<file path="src/hdl/dru_pkg.sv">
`timescale 1ns / 1ps
// Shared types and constants of the dirty region frame updater.
package dru_pkg;

    localparam int DEF_PANEL_WIDTH  = 135;
    localparam int DEF_PANEL_HEIGHT = 240;
    localparam int DEF_CHUNK_PIXELS = 128;

    localparam int COORD_W = 8;

    localparam logic REG_ROTATION = 1'b0;

    typedef enum logic [1:0] {
        MODE_WRITE = 2'd0,
        MODE_FILL  = 2'd1,
        MODE_START = 2'd2,
        MODE_PULL  = 2'd3
    } mode_t;

    typedef enum logic [1:0] {
        KIND_IDLE   = 2'd0,
        KIND_WINDOW = 2'd1,
        KIND_PIXEL  = 2'd2
    } kind_t;

    typedef struct packed {
        kind_t              kind;
        logic [COORD_W-1:0] win_x_start;
        logic [COORD_W-1:0] win_x_end;
        logic [COORD_W-1:0] win_y_start;
        logic [COORD_W-1:0] win_y_end;
        logic [15:0]        pixel_value;
        logic               chunk_end;
    } res_t;

    typedef struct packed {
        logic               clear;
        logic               valid;
        logic [COORD_W-1:0] col;
    } span_ctrl_t;

    typedef struct packed {
        logic               any;
        logic [COORD_W-1:0] lo;
        logic [COORD_W-1:0] hi;
    } span_stat_t;

endpackage

</file>
<file path="src/hdl/dru_span.sv">
`timescale 1ns / 1ps
// Row span unit: first and last column where frame and shadow differ.
module dru_span
    import dru_pkg::*;
(
    input  logic        clk,
    input  logic        rst_n,
    input  span_ctrl_t  ctrl,
    input  logic [15:0] frame_data,
    input  logic [15:0] shadow_data,
    output span_stat_t  stat
);

    logic               any_reg, any_next;
    logic [COORD_W-1:0] lo_reg, lo_next;
    logic [COORD_W-1:0] hi_reg, hi_next;

    always_comb
    begin
        any_next = any_reg;
        lo_next  = lo_reg;
        hi_next  = hi_reg;
        if (ctrl.clear)
        begin
            any_next = 1'b0;
        end
        else if (ctrl.valid && (frame_data != shadow_data))
        begin
            if (!any_reg)
            begin
                lo_next = ctrl.col;
            end
            hi_next  = ctrl.col;
            any_next = 1'b1;
        end
    end

    always_ff @(posedge clk or negedge rst_n)
    begin
        if (!rst_n)
        begin
            any_reg <= 1'b0;
            lo_reg  <= '0;
            hi_reg  <= '0;
        end
        else
        begin
            any_reg <= any_next;
            lo_reg  <= lo_next;
            hi_reg  <= hi_next;
        end
    end

    assign stat = '{any: any_reg, lo: lo_reg, hi: hi_reg};

endmodule

</file>
<file path="config.mk">
export PLATFORM = sky130hd
export DESIGN_NAME = dru_span
export DESIGN_NICKNAME = d
export VERILOG_FILES = /design/src/hdl/dru_pkg.sv /design/src/hdl/dru_span.sv
export SDC_FILE = /design/constraint.sdc
export NUM_CORES = 1
export LEC_CHECK = 0
export BUFFER_PORTS_ARGS = -buffer_cell sky130_fd_sc_hd__buf_2
export CAP_MARGIN = 40
export CORE_MARGIN = 1
export CORE_UTILIZATION = 43
export DETAILED_ROUTE_END_ITERATION = 10
export PLACE_DENSITY = 0.84
export REMOVE_ABC_BUFFERS = 1
export SLEW_MARGIN = 5
export SYNTH_ARGS = -nofsm -noshare
export SYNTH_HDL_FRONTEND = slang
export SYNTH_SLANG_ARGS = --single-unit
</file>
<file path="constraint.sdc">
create_clock -name clk -period 1.55 [get_ports clk]
set_input_delay 0.0775 -clock clk [delete_from_list [all_inputs] [get_ports clk]]
set_output_delay 0.0775 -clock clk [all_outputs]
set_load 0.1 [all_outputs]
</file>
==> metrics.cfg <==
[floorplan]
start_util_pct = 47.8
die_area_um2 = 2180
rows = 15
die_h_um = 46.7
ios = 61
die_w_um = 46.7
coreArea_um2 = 1800

[yosys]
synthMuxAreaShare_pct = 24.4
synth-compound-area-share_pct = 1.02
synthAdderAreaFrac_pct = 0
ys_seq_area_share_pct = 49.4
yosysTopAreaCell = dfrtp_1
async_flop_share_pct = 100
ys_dominant_reg_cell = dfrtp_1
synth_top_family_by_area = multiplexers
synth_edf_count = 0
netlist_area_um2 = 861
synth.distinct_cells = 12
avgSynthCellArea_um2 = 14.1
yosysWarnings = 0
yosysTopAreaCellShare_pct = 49.4
synthTopCellsByCount = dfrtp_1, xor2_1, mux2_2, mux2_4, nor4_1
synth_xor_area_share_pct = 16.3
synthCells = 61
yosysMostFrequentCell = dfrtp_1
synthTopCellsByArea = dfrtp_1, xor2_1, mux2_4
yosys.area_share.simple_pct = 5.81
ys_ff_latch = 17

[critical_path]
critPathRequiredTime_ps = 1730
start_kind = input port
critPathTopFamily = simple AND/OR/NAND/NOR gates
worstPathMaxFanout = 8
path_cells = buf_2 -> xor2_1 -> nor4_1 -> nand4_1 -> buf_4 -> nand4_2 -> mux2_2
endpoint_kind = flop
path_buf_inv = 2
path_class = in2reg
cp.arrival_ps = 1550
cpMaxStageDelayCell = mux2_2
crit_path_max_incr_delay_ps = 360

[placement]
port_buffers = 60
dp_hpwl_um = 1540
placed_area_um2 = 1200
gp_congestion = 0.623
dp_slack_ps = -100

[power_and_ir_drop]
cellPowerDensity_nw_per_um2 = 1350
leakage_nw = 0.660
vdd_drop_max_mv = 1.03
total_power_mw = 1.67

[timing]
hold_ws_ps = 22.5
fin_crit_ps = 1370
timing.final.ws_setup_ps = 183
max-slew-margin-rel_pct = 67.4
period_share_pct = 88.2
worst_pin_slew_ps = 493
maxSlewViolCount = 0
fmax_mhz = 731
finalSetupViolations = 0
fin_skew_ps = 6.06
finalHoldViolations = 0
rsz0062_at_grt = false

[status]
status = finished clean

[cells_and_area]
final_nets = 171
antenna_cells = 0
fin_util_pct = 68.8
multi_input_area_um2 = 409
area_growth_pct = 43.9
regArea_um2 = 425
drive_gt1_share_pct = 66.7
fillCellCount = 141
fin_area_um2 = 1240

[detailed_routing]
drt_first_pass_iters = 3
viasPerCell = 4.59
wire_per_inst_um = 12.4
routed_wl_um = 1880
ant_nets = 0
post-route-drc-count = 0
drtIter0Drc = 2
via_count = 693

[cts]
numClockSinks = 17
root_buffer = clkbuf_4
clkTransAtPathRegs_ps = 100
htree_num_levels = 1
insertion_delay_ps = 290
cts_tree = yes
clockBufferDepth = 2
cts_inserted_buffers = 3

[run]
maxCapViolations = 0

[grt]
grt_pass1_vias = 681
grt_max_degree = 18
antenna_found_initial = 0
track_usage_pct = 20.2
overflow = 0
grt_pass1_wl_um = 2900

[min_path]
hold_path.class = in2reg

[power breakdown]
part           switching (mW)  internal [mW]  total (mW)
combinational           0.686          0.195       0.881
clock                   0.138         0.0961       0.234
sequential             0.0375          0.519       0.557
total                   0.861          0.811        1.67
[stage by stage]
stage	TNS, ps	cells
3_5_place_dp	-1280	146
5_1_grt	0	151
2_1_floorplan	-1390	59
3_3_place_gp	-1870	146
6_report	0	151
4_1_cts	0	151
[layer usage]
layer	track usage, %	vias to the layer above	wire, um
met5	0	-	0
met4	8.57	0	27
met3	8.85	5	106
met2	31.9	16	1040
met1	24.0	331	709
li1	-	341	-
[cells by family (layout without fill, tap and decap cells)]
logic type	count (synthesis)	after routing
XOR/XNOR	16	16
AND/OR/NAND/NOR	7	7
multiplexers	16	16
buffers and inverters	4	69
AO/OA/AOI/OAI	1	1
flip-flops	17	17
[worst reg2reg max path, stage by stage (launching register included)]
cell     delay, ps
dfrtp_1        410
inv_1           70
nand4_2        250
mux2_2         350
[what timing repair did]
item	in CTS	in global routing
resized for setup	0	0
endpoints found under the setup margin	0	0
hold buffers	1	0
buffers inserted	0	0
endpoints found under the hold margin	17	0
[final timing paths]
path	slack (ps)	cells after the start	startpoint	to
max in group asynchronous	1060	2	rst_n	lo_reg[0]$_DFFE_PN0P_
worst max-delay path	180	7	shadow_data[9]	lo_reg[0]$_DFFE_PN0P_
min in group asynchronous	220	2	rst_n	hi_reg[7]$_DFFE_PN0P_
worst min-delay path	20	2	ctrl[5]	hi_reg[5]$_DFFE_PN0P_
worst min register to register	510	1	lo_reg[0]$_DFFE_PN0P_	lo_reg[0]$_DFFE_PN0P_
worst max register to register	350	3	any_reg$_DFFE_PN0P_	lo_reg[0]$_DFFE_PN0P_
[cell usage in the layout, fill, tap and decap left out, drive strengths merged]
master | synthesis | layout
nor4 | 4 | 4
and3 | 1 | 1
nand4 | 2 | 2
clkbuf | 0 | 3
dfrtp | 17 | 17
mux2 | 16 | 16
buf | 2 | 62
dlygate4sd3 | 0 | 1
xor2 | 16 | 16
inv | 2 | 2
clkinv | 0 | 1
a21o | 1 | 1
[layout make-up]
type	instances	area share, %
Clock buffer	3	1.82
Multi-Input combinational cell	40	33.0
Sequential cell	17	34.3
Clock inverter	1	0.404
Tap cell	25	2.53
Inverter	2	0.606
Timing Repair Buffer	63	27.3
No activity file was read; power rests on OpenSTA's default activity.
